<file path="src/hdl/spq_pkg.sv">
// Shared types and constants for the sorted priority queue.
// No dependencies; used by the top level, spq_ctrl and spq_dp through scoped names.
`default_nettype none

package spq_pkg;

  // Default sizes, handed to the top level as parameter defaults
  localparam int DEPTH_DEF     = 16;
  localparam int PRIO_W_DEF    = 16;
  localparam int PAYLOAD_W_DEF = 32;

  // Capacity register value after reset (clamped to DEPTH in the datapath)
  localparam int CAP_RESET = 16;

  // Operation codes carried on s_tuser
  localparam logic FUNC_ENQ = 1'b0;
  localparam logic FUNC_DEQ = 1'b1;

  typedef enum logic [1:0] {
    ST_IDLE,
    ST_SHIFT,
    ST_RESP
  } state_t;

  // Controller -> datapath
  typedef struct packed {
    logic accept;     // latch incoming item
    logic start_enq;  // cur <= tail, read slot before tail
    logic start_deq;  // read head slot
    logic set_err;    // operation rejected
    logic shift;      // move larger neighbor one slot toward tail
    logic place;      // write new entry at cur
    logic finish;     // load output register, update pointers
  } cmd_t;

  // Datapath -> controller
  typedef struct packed {
    logic full;
    logic empty;
    logic at_head;    // cur has reached head
    logic larger;     // neighbor priority strictly larger than new entry
  } status_t;

endpackage

`default_nettype wire

</file>
<file path="src/hdl/sorted_priority_queue.sv">
// Top level of the sorted priority queue: stream ports, controller, datapath.
// Depends on spq_pkg, spq_ctrl, spq_dp (which holds spq_ram).
//
// Usage:
//   Input stream (s_*): one transaction per operation. s_tuser selects the
//   operation (0 enqueue, 1 dequeue); s_tdata carries priority and payload.
//   Output stream (m_*): exactly one result transaction per input
//   transaction, in order: the dequeued entry (flagged by m_tuser), the
//   entry count after the operation, empty/full flags and an error flag for
//   enqueue-when-full or dequeue-when-empty (such operations change nothing).
//   Configuration: cfg_we/cfg_wdata write the capacity (0 acts as 1, values
//   above DEPTH act as DEPTH); any write empties the queue. Write only idle.
// Timing:
//   Dequeue and rejected operations: accept, then the result step.
//   Enqueue: accept, one shift step per entry of larger priority it passes,
//   a place step, then the result step; the insertion shifter moves one slot
//   per cycle through the single-write, single-read slot RAM. The next
//   transaction is accepted at the edge where the result can first be taken.
//   One operation is in flight at a time; s_tready is high when the
//   sequencer is idle, even while a finished result still waits on m_tready.
//   A stalled receiver holds the result in the output register and holds
//   the next operation at its final step until the result is taken.
// Reset: queue empty, both pointers 0, capacity min(16, DEPTH), no result.
`default_nettype none

module sorted_priority_queue #(
  parameter int DEPTH     = spq_pkg::DEPTH_DEF,
  parameter int PRIO_W    = spq_pkg::PRIO_W_DEF,
  parameter int PAYLOAD_W = spq_pkg::PAYLOAD_W_DEF,
  localparam int CNT_W    = $clog2(DEPTH + 1),
  localparam int IN_W     = ((PRIO_W + PAYLOAD_W + 7) / 8) * 8,
  localparam int OUT_RAW_W = PRIO_W + PAYLOAD_W + CNT_W + 3,
  localparam int OUT_W    = ((OUT_RAW_W + 7) / 8) * 8
) (
  input  wire logic             clk,
  input  wire logic             rst,
  // capacity register
  input  wire logic             cfg_we,
  input  wire logic [CNT_W-1:0] cfg_wdata,
  // operation stream
  input  wire logic             s_tvalid,
  output logic                  s_tready,
  input  wire logic [IN_W-1:0]  s_tdata,   // item_prio, item_payload, zero pad
  input  wire logic             s_tuser,   // func
  // result stream
  output logic                  m_tvalid,
  input  wire logic             m_tready,
  output logic [OUT_W-1:0]      m_tdata,   // out_prio, out_payload, count,
                                           // is_empty, is_full, error, zero pad
  output logic                  m_tuser    // deq_valid
);

  spq_pkg::cmd_t    cmd;
  spq_pkg::status_t sts;

  logic [PRIO_W-1:0]    out_prio;
  logic [PAYLOAD_W-1:0] out_payload;
  logic [CNT_W-1:0]     out_count;
  logic                 out_empty, out_full, out_error;
  logic [OUT_RAW_W-1:0] out_fields;

  spq_ctrl u_ctrl (
    .clk     (clk),
    .rst     (rst),
    .s_tvalid(s_tvalid),
    .s_func  (s_tuser),
    .s_tready(s_tready),
    .m_tvalid(m_tvalid),
    .m_tready(m_tready),
    .sts     (sts),
    .cmd     (cmd)
  );

  spq_dp #(
    .DEPTH    (DEPTH),
    .PRIO_W   (PRIO_W),
    .PAYLOAD_W(PAYLOAD_W)
  ) u_dp (
    .clk          (clk),
    .rst          (rst),
    .cfg_we       (cfg_we),
    .cfg_wdata    (cfg_wdata),
    .in_prio      (s_tdata[PRIO_W-1:0]),
    .in_payload   (s_tdata[PRIO_W+PAYLOAD_W-1:PRIO_W]),
    .cmd          (cmd),
    .sts          (sts),
    .out_deq_valid(m_tuser),
    .out_prio     (out_prio),
    .out_payload  (out_payload),
    .out_count    (out_count),
    .out_empty    (out_empty),
    .out_full     (out_full),
    .out_error    (out_error)
  );

  // Pack result fields from the low bit up; upper pad is zero
  assign out_fields = {out_error, out_full, out_empty, out_count, out_payload, out_prio};
  assign m_tdata    = OUT_W'(out_fields);

  // A result never reports both a dequeued entry and an error
  assert property (@(posedge clk) disable iff (rst)
    m_tvalid |-> !(m_tuser && out_error))
    else $error("dequeue result flagged as error");

  // The empty flag tracks the reported count
  assert property (@(posedge clk) disable iff (rst)
    m_tvalid |-> (out_empty == (out_count == '0)))
    else $error("empty flag disagrees with count");

  // An accepted operation takes the sequencer out of idle
  assert property (@(posedge clk) disable iff (rst)
    (s_tvalid && s_tready && !cfg_we) |=> !s_tready)
    else $error("sequencer stayed idle after accept");

  // Data words of a rejected or enqueue result are zero
  assert property (@(posedge clk) disable iff (rst)
    (m_tvalid && !m_tuser) |-> (out_prio == '0 && out_payload == '0))
    else $error("non-dequeue result carries data");

endmodule

`default_nettype wire

</file>
<file path="src/hdl/spq_ram.sv">
// Generic single-write, single-read RAM with registered read data.
// No dependencies.
`default_nettype none

module spq_ram #(
  parameter int WIDTH = 48,
  parameter int DEPTH = 16
) (
  input  wire logic                     clk,
  input  wire logic                     we,
  input  wire logic [$clog2(DEPTH)-1:0] waddr,
  input  wire logic [WIDTH-1:0]         wdata,
  input  wire logic                     re,
  input  wire logic [$clog2(DEPTH)-1:0] raddr,
  output logic      [WIDTH-1:0]         rdata
);

  logic [WIDTH-1:0] mem [DEPTH];

  always_ff @(posedge clk) begin
    if (we) begin
      mem[waddr] <= wdata;
    end
    if (re) begin
      rdata <= mem[raddr];
    end
  end

endmodule

`default_nettype wire

</file>
<file path="src/hdl/spq_ctrl.sv">
// Sequencer for the sorted priority queue: handshakes and step control.
// Depends on spq_pkg (state_t, cmd_t, status_t, FUNC_* codes).
`default_nettype none

module spq_ctrl (
  input  wire logic             clk,
  input  wire logic             rst,
  input  wire logic             s_tvalid,
  input  wire logic             s_func,
  output logic                  s_tready,
  output logic                  m_tvalid,
  input  wire logic             m_tready,
  input  wire spq_pkg::status_t sts,
  output spq_pkg::cmd_t         cmd
);

  spq_pkg::state_t state, state_next;
  logic            out_free;
  logic            place_now;

  assign out_free  = !m_tvalid || m_tready;
  assign place_now = sts.at_head || !sts.larger;
  assign s_tready  = (state == spq_pkg::ST_IDLE);

  always_ff @(posedge clk) begin
    if (rst) begin
      state <= spq_pkg::ST_IDLE;
    end else begin
      state <= state_next;
    end
  end

  // Next state
  always_comb begin
    state_next = state;
    unique case (state)
      spq_pkg::ST_IDLE: begin
        if (s_tvalid) begin
          if (s_func == spq_pkg::FUNC_ENQ && !sts.full) begin
            state_next = spq_pkg::ST_SHIFT;
          end else begin
            state_next = spq_pkg::ST_RESP;
          end
        end
      end
      spq_pkg::ST_SHIFT: begin
        if (place_now) begin
          state_next = spq_pkg::ST_RESP;
        end
      end
      spq_pkg::ST_RESP: begin
        if (out_free) begin
          state_next = spq_pkg::ST_IDLE;
        end
      end
      default: state_next = spq_pkg::ST_IDLE;
    endcase
  end

  // Commands
  always_comb begin
    cmd = '0;
    unique case (state)
      spq_pkg::ST_IDLE: begin
        cmd.accept = s_tvalid;
        if (s_tvalid) begin
          if (s_func == spq_pkg::FUNC_DEQ) begin
            cmd.set_err   = sts.empty;
            cmd.start_deq = !sts.empty;
          end else begin
            cmd.set_err   = sts.full;
            cmd.start_enq = !sts.full;
          end
        end
      end
      spq_pkg::ST_SHIFT: begin
        cmd.place = place_now;
        cmd.shift = !place_now;
      end
      spq_pkg::ST_RESP: begin
        cmd.finish = out_free;
      end
      default: cmd = '0;
    endcase
  end

  // Output valid: set when a result is loaded, cleared once taken
  always_ff @(posedge clk) begin
    if (rst) begin
      m_tvalid <= 1'b0;
    end else if (cmd.finish) begin
      m_tvalid <= 1'b1;
    end else if (m_tready) begin
      m_tvalid <= 1'b0;
    end
  end

endmodule

`default_nettype wire

</file>
<file path="src/hdl/spq_dp.sv">
// Datapath of the sorted priority queue: ring pointers, capacity, slot RAM,
// insertion shifter and result register. Depends on spq_pkg and spq_ram.
`default_nettype none

module spq_dp #(
  parameter int DEPTH     = spq_pkg::DEPTH_DEF,
  parameter int PRIO_W    = spq_pkg::PRIO_W_DEF,
  parameter int PAYLOAD_W = spq_pkg::PAYLOAD_W_DEF,
  localparam int PTR_W    = $clog2(DEPTH),
  localparam int CNT_W    = $clog2(DEPTH + 1)
) (
  input  wire logic                 clk,
  input  wire logic                 rst,
  input  wire logic                 cfg_we,
  input  wire logic [CNT_W-1:0]     cfg_wdata,
  input  wire logic [PRIO_W-1:0]    in_prio,
  input  wire logic [PAYLOAD_W-1:0] in_payload,
  input  wire spq_pkg::cmd_t        cmd,
  output spq_pkg::status_t          sts,
  output logic                      out_deq_valid,
  output logic [PRIO_W-1:0]         out_prio,
  output logic [PAYLOAD_W-1:0]      out_payload,
  output logic [CNT_W-1:0]          out_count,
  output logic                      out_empty,
  output logic                      out_full,
  output logic                      out_error
);

  localparam int ENT_W = PRIO_W + PAYLOAD_W;
  localparam int CAP_INIT_I = (spq_pkg::CAP_RESET > DEPTH) ? DEPTH : spq_pkg::CAP_RESET;
  localparam logic [CNT_W-1:0] CAP_INIT = CNT_W'(CAP_INIT_I);
  localparam logic [CNT_W-1:0] CAP_MAX  = CNT_W'(DEPTH);

  logic [CNT_W-1:0]     cap;
  logic [PTR_W-1:0]     head, tail, cur;
  logic [CNT_W-1:0]     occ, occ_next;
  logic [PRIO_W-1:0]    new_prio;
  logic [PAYLOAD_W-1:0] new_payload;
  logic                 op_deq, op_err;

  logic [PTR_W-1:0]     prev, prev2, head_inc, tail_inc;
  logic                 ram_we, ram_re;
  logic [PTR_W-1:0]     ram_waddr, ram_raddr;
  logic [ENT_W-1:0]     ram_wdata, ram_rdata;
  logic [PRIO_W-1:0]    rd_prio;

  function automatic logic [CNT_W-1:0] clamp_cap(input logic [CNT_W-1:0] v);
    logic [CNT_W-1:0] r;
    r = v;
    if (v == '0) begin
      r = CNT_W'(1);
    end else if (v > CAP_MAX) begin
      r = CAP_MAX;
    end
    return r;
  endfunction

  // One slot toward the head, wrapping at the capacity
  function automatic logic [PTR_W-1:0] step_back(input logic [PTR_W-1:0] i,
                                                 input logic [CNT_W-1:0] c);
    logic [PTR_W-1:0] r;
    r = (i == '0) ? PTR_W'(c - CNT_W'(1)) : i - PTR_W'(1);
    return r;
  endfunction

  assign prev     = step_back(cur, cap);
  assign prev2    = step_back(prev, cap);
  assign head_inc = (CNT_W'(head) + CNT_W'(1) == cap) ? '0 : head + PTR_W'(1);
  assign tail_inc = (CNT_W'(tail) + CNT_W'(1) == cap) ? '0 : tail + PTR_W'(1);
  assign rd_prio  = ram_rdata[PRIO_W-1:0];

  assign sts.full    = (occ >= cap);
  assign sts.empty   = (occ == '0);
  assign sts.at_head = (cur == head);
  assign sts.larger  = (rd_prio > new_prio);

  // Slot RAM: the shifter writes cur and prefetches the slot two back
  assign ram_we    = cmd.shift || cmd.place;
  assign ram_waddr = cur;
  assign ram_wdata = cmd.shift ? ram_rdata : {new_payload, new_prio};
  assign ram_re    = cmd.start_enq || cmd.start_deq || cmd.shift;

  always_comb begin
    priority if (cmd.start_enq) begin
      ram_raddr = step_back(tail, cap);
    end else if (cmd.start_deq) begin
      ram_raddr = head;
    end else begin
      ram_raddr = prev2;
    end
  end

  spq_ram #(
    .WIDTH(ENT_W),
    .DEPTH(DEPTH)
  ) u_slots (
    .clk  (clk),
    .we   (ram_we),
    .waddr(ram_waddr),
    .wdata(ram_wdata),
    .re   (ram_re),
    .raddr(ram_raddr),
    .rdata(ram_rdata)
  );

  always_comb begin
    priority if (op_err) begin
      occ_next = occ;
    end else if (op_deq) begin
      occ_next = occ - CNT_W'(1);
    end else begin
      occ_next = occ + CNT_W'(1);
    end
  end

  // Ring state
  always_ff @(posedge clk) begin
    if (rst) begin
      cap  <= CAP_INIT;
      head <= '0;
      tail <= '0;
      occ  <= '0;
    end else if (cfg_we) begin
      cap  <= clamp_cap(cfg_wdata);
      head <= '0;
      tail <= '0;
      occ  <= '0;
    end else if (cmd.finish && !op_err) begin
      occ <= occ_next;
      if (op_deq) begin
        if (occ_next == '0) begin
          head <= '0;
          tail <= '0;
        end else begin
          head <= head_inc;
        end
      end else begin
        tail <= tail_inc;
      end
    end
  end

  // Item and shifter registers
  always_ff @(posedge clk) begin
    if (cmd.accept) begin
      new_prio    <= in_prio;
      new_payload <= in_payload;
      op_deq      <= cmd.start_deq;
      op_err      <= cmd.set_err;
    end
    if (cmd.start_enq) begin
      cur <= tail;
    end else if (cmd.shift) begin
      cur <= prev;
    end
  end

  // Result register
  always_ff @(posedge clk) begin
    if (cmd.finish) begin
      out_deq_valid <= op_deq;
      out_prio      <= op_deq ? rd_prio : '0;
      out_payload   <= op_deq ? ram_rdata[ENT_W-1:PRIO_W] : '0;
      out_count     <= occ_next;
      out_empty     <= (occ_next == '0);
      out_full      <= (occ_next == cap);
      out_error     <= op_err;
    end
  end

endmodule

`default_nettype wire
</file>
<file path="config.mk">
export PLATFORM = sky130hd
export DESIGN_NAME = sorted_priority_queue
export DESIGN_NICKNAME = d
export VERILOG_FILES = /design/src/hdl/spq_pkg.sv /design/src/hdl/sorted_priority_queue.sv /design/src/hdl/spq_ram.sv /design/src/hdl/spq_ctrl.sv /design/src/hdl/spq_dp.sv
export SDC_FILE = /design/constraint.sdc
export NUM_CORES = 1
export LEC_CHECK = 0
export ABC_AREA = 0
export BUFFER_PORTS_ARGS = -buffer_cell sky130_fd_sc_hd__buf_4
export CAP_MARGIN = 30
export CORE_MARGIN = 2
export CORE_UTILIZATION = 30
export DETAILED_ROUTE_END_ITERATION = 8
export SLEW_MARGIN = 20
export SYNTH_ARGS = -nofsm -noshare
export SYNTH_HDL_FRONTEND = slang
export SYNTH_HIERARCHICAL = 1
export SYNTH_SLANG_ARGS = --single-unit
</file>
<file path="constraint.sdc">
create_clock -name clk -period 12.4 [get_ports clk]
set_clock_uncertainty 0.2 [all_clocks]
set_input_delay 1.24 -clock clk [delete_from_list [all_inputs] [get_ports clk]]
set_output_delay 1.24 -clock clk [all_outputs]
set_load 0.02 [all_outputs]
</file>
=== Word-level counts from Yosys, hierarchy flattened ===
Memory sizes are Yosys's and may differ from the RTL's. A register that Yosys moved wholly into a read port is not among the register bits.
Cells that the tools add are included.

* Logic and storage cells: 103
* Memory bits (writable): 768
* Bits in latches: 0
* Memories kept: 1
* ROM bits: 0
* Bits of input ports: 59
* Register bits after elaboration: 132

{| class="wikitable"
|+ Memory list
! name !! words !! bits a word !! read ports !! clocked after memory_dff !! wr ports !! line !! source
|-
| u_dp.u_slots.mem || 16 || 48 || 1 || 1 || 1 || spq_ram.sv:18 || <nowiki>logic [WIDTH-1:0] mem [DEPTH];</nowiki>
|}

* Bitwise gates (word level): 1
* Mux-type cells: 33
* Reduce and logical (&&, ||, !) cells: 27
* Add/sub/neg operators: 10
* Divide/modulo/power cells: 0
* $mul: 0
* Eq/ne operators: 10
* Shifts and indexed selects: 0
* $lt $le $gt $ge: 3

{| class="wikitable"
|+ Operators with widths
! operator !! number
|-
| 4-bit 2-to-1 mux || 13
|-
| 48-bit 2-to-1 mux || 1
|-
| 5-bit 2-to-1 mux || 4
|-
| 16-bit greater-than comparator || 1
|-
| 4-bit by 1-bit subtractor with 4-bit output (second input constant) || 4
|-
| 5-bit equality test || 3
|-
| 5-bit zero test || 3
|-
| 4-bit zero test || 3
|-
| 4-bit by 1-bit adder with 5-bit output (second input constant) || 2
|-
| 2-bit 2-to-1 mux || 5
|-
| 4-bit by 1-bit adder with 4-bit output (second input constant) || 2
|-
| 1-bit 2-to-1 mux || 8
|-
| 1-bit zero test || 6
|-
| 2-bit one-hot mux with 3 select lines || 1
|-
| 2-bit AND reduction || 3
|-
| 5-bit by 1-bit adder with 5-bit output (second input constant) || 1
|-
| 5-bit >= comparator || 1
|-
| 5-bit greater-than comparator (second input constant) || 1
|-
| 1-bit logical OR || 5
|-
| 5-bit by 1-bit subtractor with 5-bit output (second input constant) || 1
|-
| 4-bit equality test || 1
|-
| 2-bit by 1-bit inequality test with 1-bit output (second input constant) || 2
|-
| 2-bit inequality test (second input constant) || 2
|-
| 2-bit nonzero test || 2
|-
| 8 further kinds || 9
|}

=== Logic depth before layout (Yosys ltp) ===
* Word-level depth: 8
* Gate-level depth with buffers: 20
* Mapped depth without buffers: 16

=== Cells and area by module ===
The synthesis kept the hierarchy.

{| class="wikitable"
|+ Modules (own cells, without submodules)
! module !! instances !! area each (um2) !! cells an instance
|-
| spq_ram || 1 || 30175.2 || 1242
|-
| spq_dp || 1 || 6573.8 || 556
|-
| spq_ctrl || 1 || 198.9 || 24
|-
| sorted_priority_queue || 1 || 22.5 || 3
|}

=== Worst setup path before layout ===
Ideal clock, no wire load.

* Path type: reg2reg
* From: register u_dp.u_slots.rdata[5], read port of u_dp.u_slots.mem
* To: memory u_dp.u_slots.mem[0][0] (enable)
* Setup slack: 5.374 ns
* Stages on the path, launching flop included: 14
* Period minus slack after synthesis: 7.026 ns
* Buffers on the path: 2
* Arrival: 6.314 ns
* Library setup time: 0.513 ns
* Required time: 11.687 ns
* Cell sequence: edfxtp_1 ha_1 a21o_1 a21o_1 a21oi_1 or4_1 a31oi_1 nand2b_1 nor2_1 clkbuf_1 clkbuf_1 or2_2 or3b_2 nor3_1

{| class="wikitable"
|+ RTL lines
! element !! line !! source
|-
| start: declaration || spq_ram.sv:15 || <nowiki>output logic [WIDTH-1:0] rdata</nowiki>
|-
| end: declaration || spq_ram.sv:18 ||
|}

=== Worst setup path in the final report ===
* From: register u_dp.cur[0]
* To: register u_dp.u_slots.rdata[46], read port of u_dp.u_slots.mem (data pin)

* Longest elaborated chain between the ends: 6
* Elaborated cells between the ends (all ways): 13

{| class="wikitable"
|+ Ends and longest elaborated chain
! element !! line !! source
|-
| start: declaration || spq_dp.sv:35 || <nowiki>logic [PTR_W-1:0] head, tail, cur;</nowiki>
|-
| start signal: assignment || spq_dp.sv:152 || <nowiki>cur <= tail;</nowiki>
|-
| start signal: assignment || spq_dp.sv:154 || <nowiki>cur <= prev;</nowiki>
|-
| 4-bit by 1-bit subtractor with 4-bit output / 4-bit zero test (equally long branches) || spq_dp.sv:62 || <nowiki>r = (i == '0) ? PTR_W'(c - CNT_W'(1)) : i - PTR_W'(1);</nowiki>
|-
| 4-bit 2-to-1 mux (*) || spq_dp.sv:62 ||
|-
| 4-bit by 1-bit subtractor with 4-bit output / 4-bit zero test (equally long branches) || spq_dp.sv:62 ||
|-
| 4-bit 2-to-1 mux (*) || spq_dp.sv:62 ||
|-
| 4-bit 2-to-1 mux (*) || spq_dp.sv:86 || <nowiki>end else if (cmd.start_deq) begin</nowiki>
|-
| 4-bit 2-to-1 mux (*) || spq_dp.sv:84 || <nowiki>priority if (cmd.start_enq) begin</nowiki>
|-
| named net u_dp.ram_raddr[0] || spq_dp.sv:43 || <nowiki>logic [PTR_W-1:0] ram_waddr, ram_raddr;</nowiki>
|}

Mark *: on every way through the listed nets, which the timed path passes. The rest lies on a longest branch.
A chain may end at the register's enable or synchronous reset.

==> results.txt <==
----------------------------------------------------
[Pwr]
  Power share of the sequential group ... 0.489
  P_sw ... 1.903 mW
  Tot Pwr ... 7.661 mW
  Internal power ... 5.758 mW
  Proportion of power drawn by the clock network ... 0.366
  Sw frac ... 0.2484
  Power per cell area ... 176.0 nW/µm²
  Static Leakage ... 13.99 nW
  IR drop worst, VDD ... 0.1337 mV
  Logic gate share of total power ... 0.145

[Critical path]
  Required time at the endpoint of the critical path ... 12,610 ps
  Critical Setup Path Class ... flop to flop
  Maximum fanout count along the critical path ... 41
  Nature of the critical path startpoint ... flop
  Arrival time of data at the critical path endpoint ... 6160 ps
  Crit path capture type ... flop

[Routing]
  Number of iterations in the first detailed-routing pass ... 7
  First-iteration detailed-routing DRC count ... 1,628
  Vias per std cell ... 4.928
  WL/cell ... 23.68 µm
  Vias after detailed routing ... 18,330
  Detail Route Antenna Nets ... 0
  Routed wire length ... 88,100 µm
  DRC viols ... 0

[Die]
  Die Height ... 355.1 µm
  Total I/O pin count ... 118
  Starting Density ... 0.3029
  CORE AREA ... 122,000 µm²
  Die outline area ... 126,100 µm²
  Number of cell rows ... 128
  Die boundary width ... 355.1 µm

[CTS]
  Clk buf depth ... 3
  Quantity of hold-fixing buffers added after cts ... 0
  Worst-skew pair later-pin latency ... 670 ps
  Number of buffers created by CTS ... 98
  Buffer count from post-CTS setup fixing ... 0
  Sinks on Clock Net ... 948
  Number of instances resized during post-cts repair ... 0
  TritonCTS clock tree ... done
  Buffer cell driving the clock tree root ... clkbuf_16
  Number of H-tree levels ... 3
  Clock-pin slew on the worst setup and hold paths ... 60 ps

[Synthesis]
  Post-synthesis sequential area ratio ... 0.7643
  Post-synthesis share of cell area spent on and, or, nand and nor gates ... 0.03642
  Most area-consuming cells after synthesis ... edfxtp_1 (75%), mux4_2 (12%), a22oi_1 (2.0%)
  Most common flop cell mapped by yosys ... edfxtp_1
  Share of the synthesized area in compound gates (AO/OA/AOI/OAI) ... 0.03665
  Multiplexer share of the synthesized area ... 0.1299
  Netlist area before placement ... 36,970 µm²
  Syn nets ... 1,915
  Share of the synthesized area in the top cell type ... 0.7529
  Netlist cell types ... 64
  Share of synthesized flip-flops with an asynchronous set or reset ... 0
  Warning count from the yosys run ... 6
  Leading area contributor after synthesis ... edfxtp_1
  Cell count after synthesis ... 1,825
  Largest family of logic cells by synthesized area ... multiplexers
  Library cell with the highest instance count after synthesis ... edfxtp_1
  Post-synthesis share of cell area spent on full adders, half adders and majority gates ... 0.01069
  Post-synth EDFFs ... 927
  Flip-flop and latch count after synthesis ... 948
  XOR/XNOR share of the synthesized area ... 0.005923
  Mean Syn Cell Area ... 20.26 µm²
  Top post-synthesis cells by count ... edfxtp_1 (927), mux4_2 (192), a22oi_1 (97)

[Global routing]
  Antenna violations before repair ... 1
  Number of global-route vias before repair ... 19,090
  Largest net degree at the start of global routing ... 54
  First-pass GRT wire length ... 129,200 µm
  Gr ovfl total ... 0
  GRT Util Overall ... 0.1386

[Timing]
  Setup repair after global routing missed its margin ... no
  Worst Max-Slew Pin Slew ... 1046 ps
  Min Tclk post-route ... 5949 ps
  Final hold violation count ... 0
  Number of max-slew violations in the final report ... 0
  Highest attainable clock frequency ... 168.1 MHz
  Setup TNS after final layout ... 0 ps
  Relative max-transition margin ... 0.3028
  Post-route setup slack ... 6451 ps
  # setup viols final ... 0
  Ratio of final minimum period to clock period ... 0.4797

[Hold path]
  Hold Path Class ... flop to flop

[Layout]
  Reg area ... 28,260 µm²
  Signed area change from the synthesized netlist to the final layout ... 17.75%
  Number of nets at the end of the flow ... 2,105
  Area taken by multi-input logic gates ... 8309 µm²
  Antenna fix cells ... 0
  Fraction of layout cells with a size suffix above 1 ... 0.2831
  Final Instance Count excl. Fillers ... 3,720
  Core Util, Final ... 0.3567
  Final-layout fill cell count ... 11,230

[Placement]
  Placed wire-length estimate ... 48,080 µm
  Placer Congestion ... 0.7494
  Port buffer count ... 117
  Instance count after placement with tap cells included ... 3,534
  Worst slack, placed ... 6108 ps

[Run status]
  Result of the run ... finished clean

[Flow run]
  Max-capacitance violation count ... 0

----------------------------------------------------
worst paths after layout:
path | start | end | slack, ps | depth (start not counted)
worst min register to register | u_dp/u_slots/rdata[25]$_DFFE_PP_ | u_dp/out_payload[9]$_SDFFCE_PN0P_ | 350 | 1
worst max-delay path | u_dp/cur[0]$_DFFE_PP_ | u_dp/u_slots/rdata[46]$_DFFE_PP_ | 6450 | 14
worst min-delay path | u_dp/u_slots/rdata[25]$_DFFE_PP_ | u_dp/out_payload[9]$_SDFFCE_PN0P_ | 350 | 1
worst max register to register | u_dp/cur[0]$_DFFE_PP_ | u_dp/u_slots/rdata[46]$_DFFE_PP_ | 6450 | 14
sequential cells by signal, indices dropped and copies added (netlist names), 5 cells and up:
| signal | cells |
|---|---|
| u_dp/u_slots/mem | 768 |
| u_dp/out_prio | 16 |
| u_dp/new_payload | 32 |
| u_dp/cap | 5 |
| u_dp/new_prio | 16 |
| u_dp/u_slots/rdata | 48 |
| u_dp/occ | 5 |
| u_dp/out_count | 5 |
| u_dp/out_payload | 32 |
layout make-up:
class | instances | share of cell area
inverters | 38 | 0.003305
clock buffers | 124 | 0.05906
well taps | 1625 | 0.04670
repair buffers | 185 | 0.03995
clock inverters | 56 | 0.01101
multi-input cells | 744 | 0.1909
flip-flops and latches | 948 | 0.6491
placed cells by master (no fill, tap or decap), drive strengths merged, types with 5 or more instances in the layout:
master      n
a21o        5
a21oi      18
a22oi      97
and2       48
buf       185
bufinv      6
clkbuf    124
clkinv     39
clkinvlp    8
dfxtp      21
edfxtp    927
ha         30
inv        41
mux2       37
mux2i       6
mux4      192
nand2      88
nand2b     13
nand3      10
nor2       39
nor2b      13
nor3       13
nor3b       5
o21ai      35
o31ai       5
or2         6
xnor2      13
xor2       12
cell families after synthesis:
| logic type | after synthesis |
|---|---|
| fa+ha+maj | 31 |
| mux | 235 |
| buf+inv | 133 |
| compound gates | 191 |
| flops | 948 |
| simple gates | 262 |
| xor+xnor | 25 |
layer usage:
metal,track usage,part of all wire
met5,0,0
met4,0.03949,0.020
met3,0.02410,0.063
met2,0.2245,0.48
met1,0.1920,0.44
worst max-delay path, cell delays in order (launching register included):
cell and delay [ps]:
edfxtp_1 600, inv_1 160, ha_1 270, nor3b_1 380
mux2i_1 380, ha_1 300, nand3_1 140, mux2i_1 210
o221ai_4 520, buf_4 740, buf_4 520, buf_16 280
mux4_2 550, a22oi_1 210, nand2_1 80
metrics by stage:
stage          area [µm²]  hold WS, ps
5_1_grt             43530        375.5
3_3_place_gp        39940        344.5
3_5_place_dp        40370        348.6
2_1_floorplan       36970        220.6
4_1_cts             43420        357.5
6_report            43530        353.1
power groups by stage:
| stage | logic [mW] | registers, mW | clock network [mW] |
|---|---|---|---|
| finish | 1.11 | 3.75 | 2.80 |
| global placement | 1.07 | 3.82 | 0 |
| global route | 1.20 | 3.76 | 3.00 |
| floorplan | 0.757 | 3.80 | 0 |
| CTS | 1.12 | 3.75 | 2.87 |
| detailed placement | 1.11 | 3.82 | 0 |
Power figures use the tool's default switching activity.
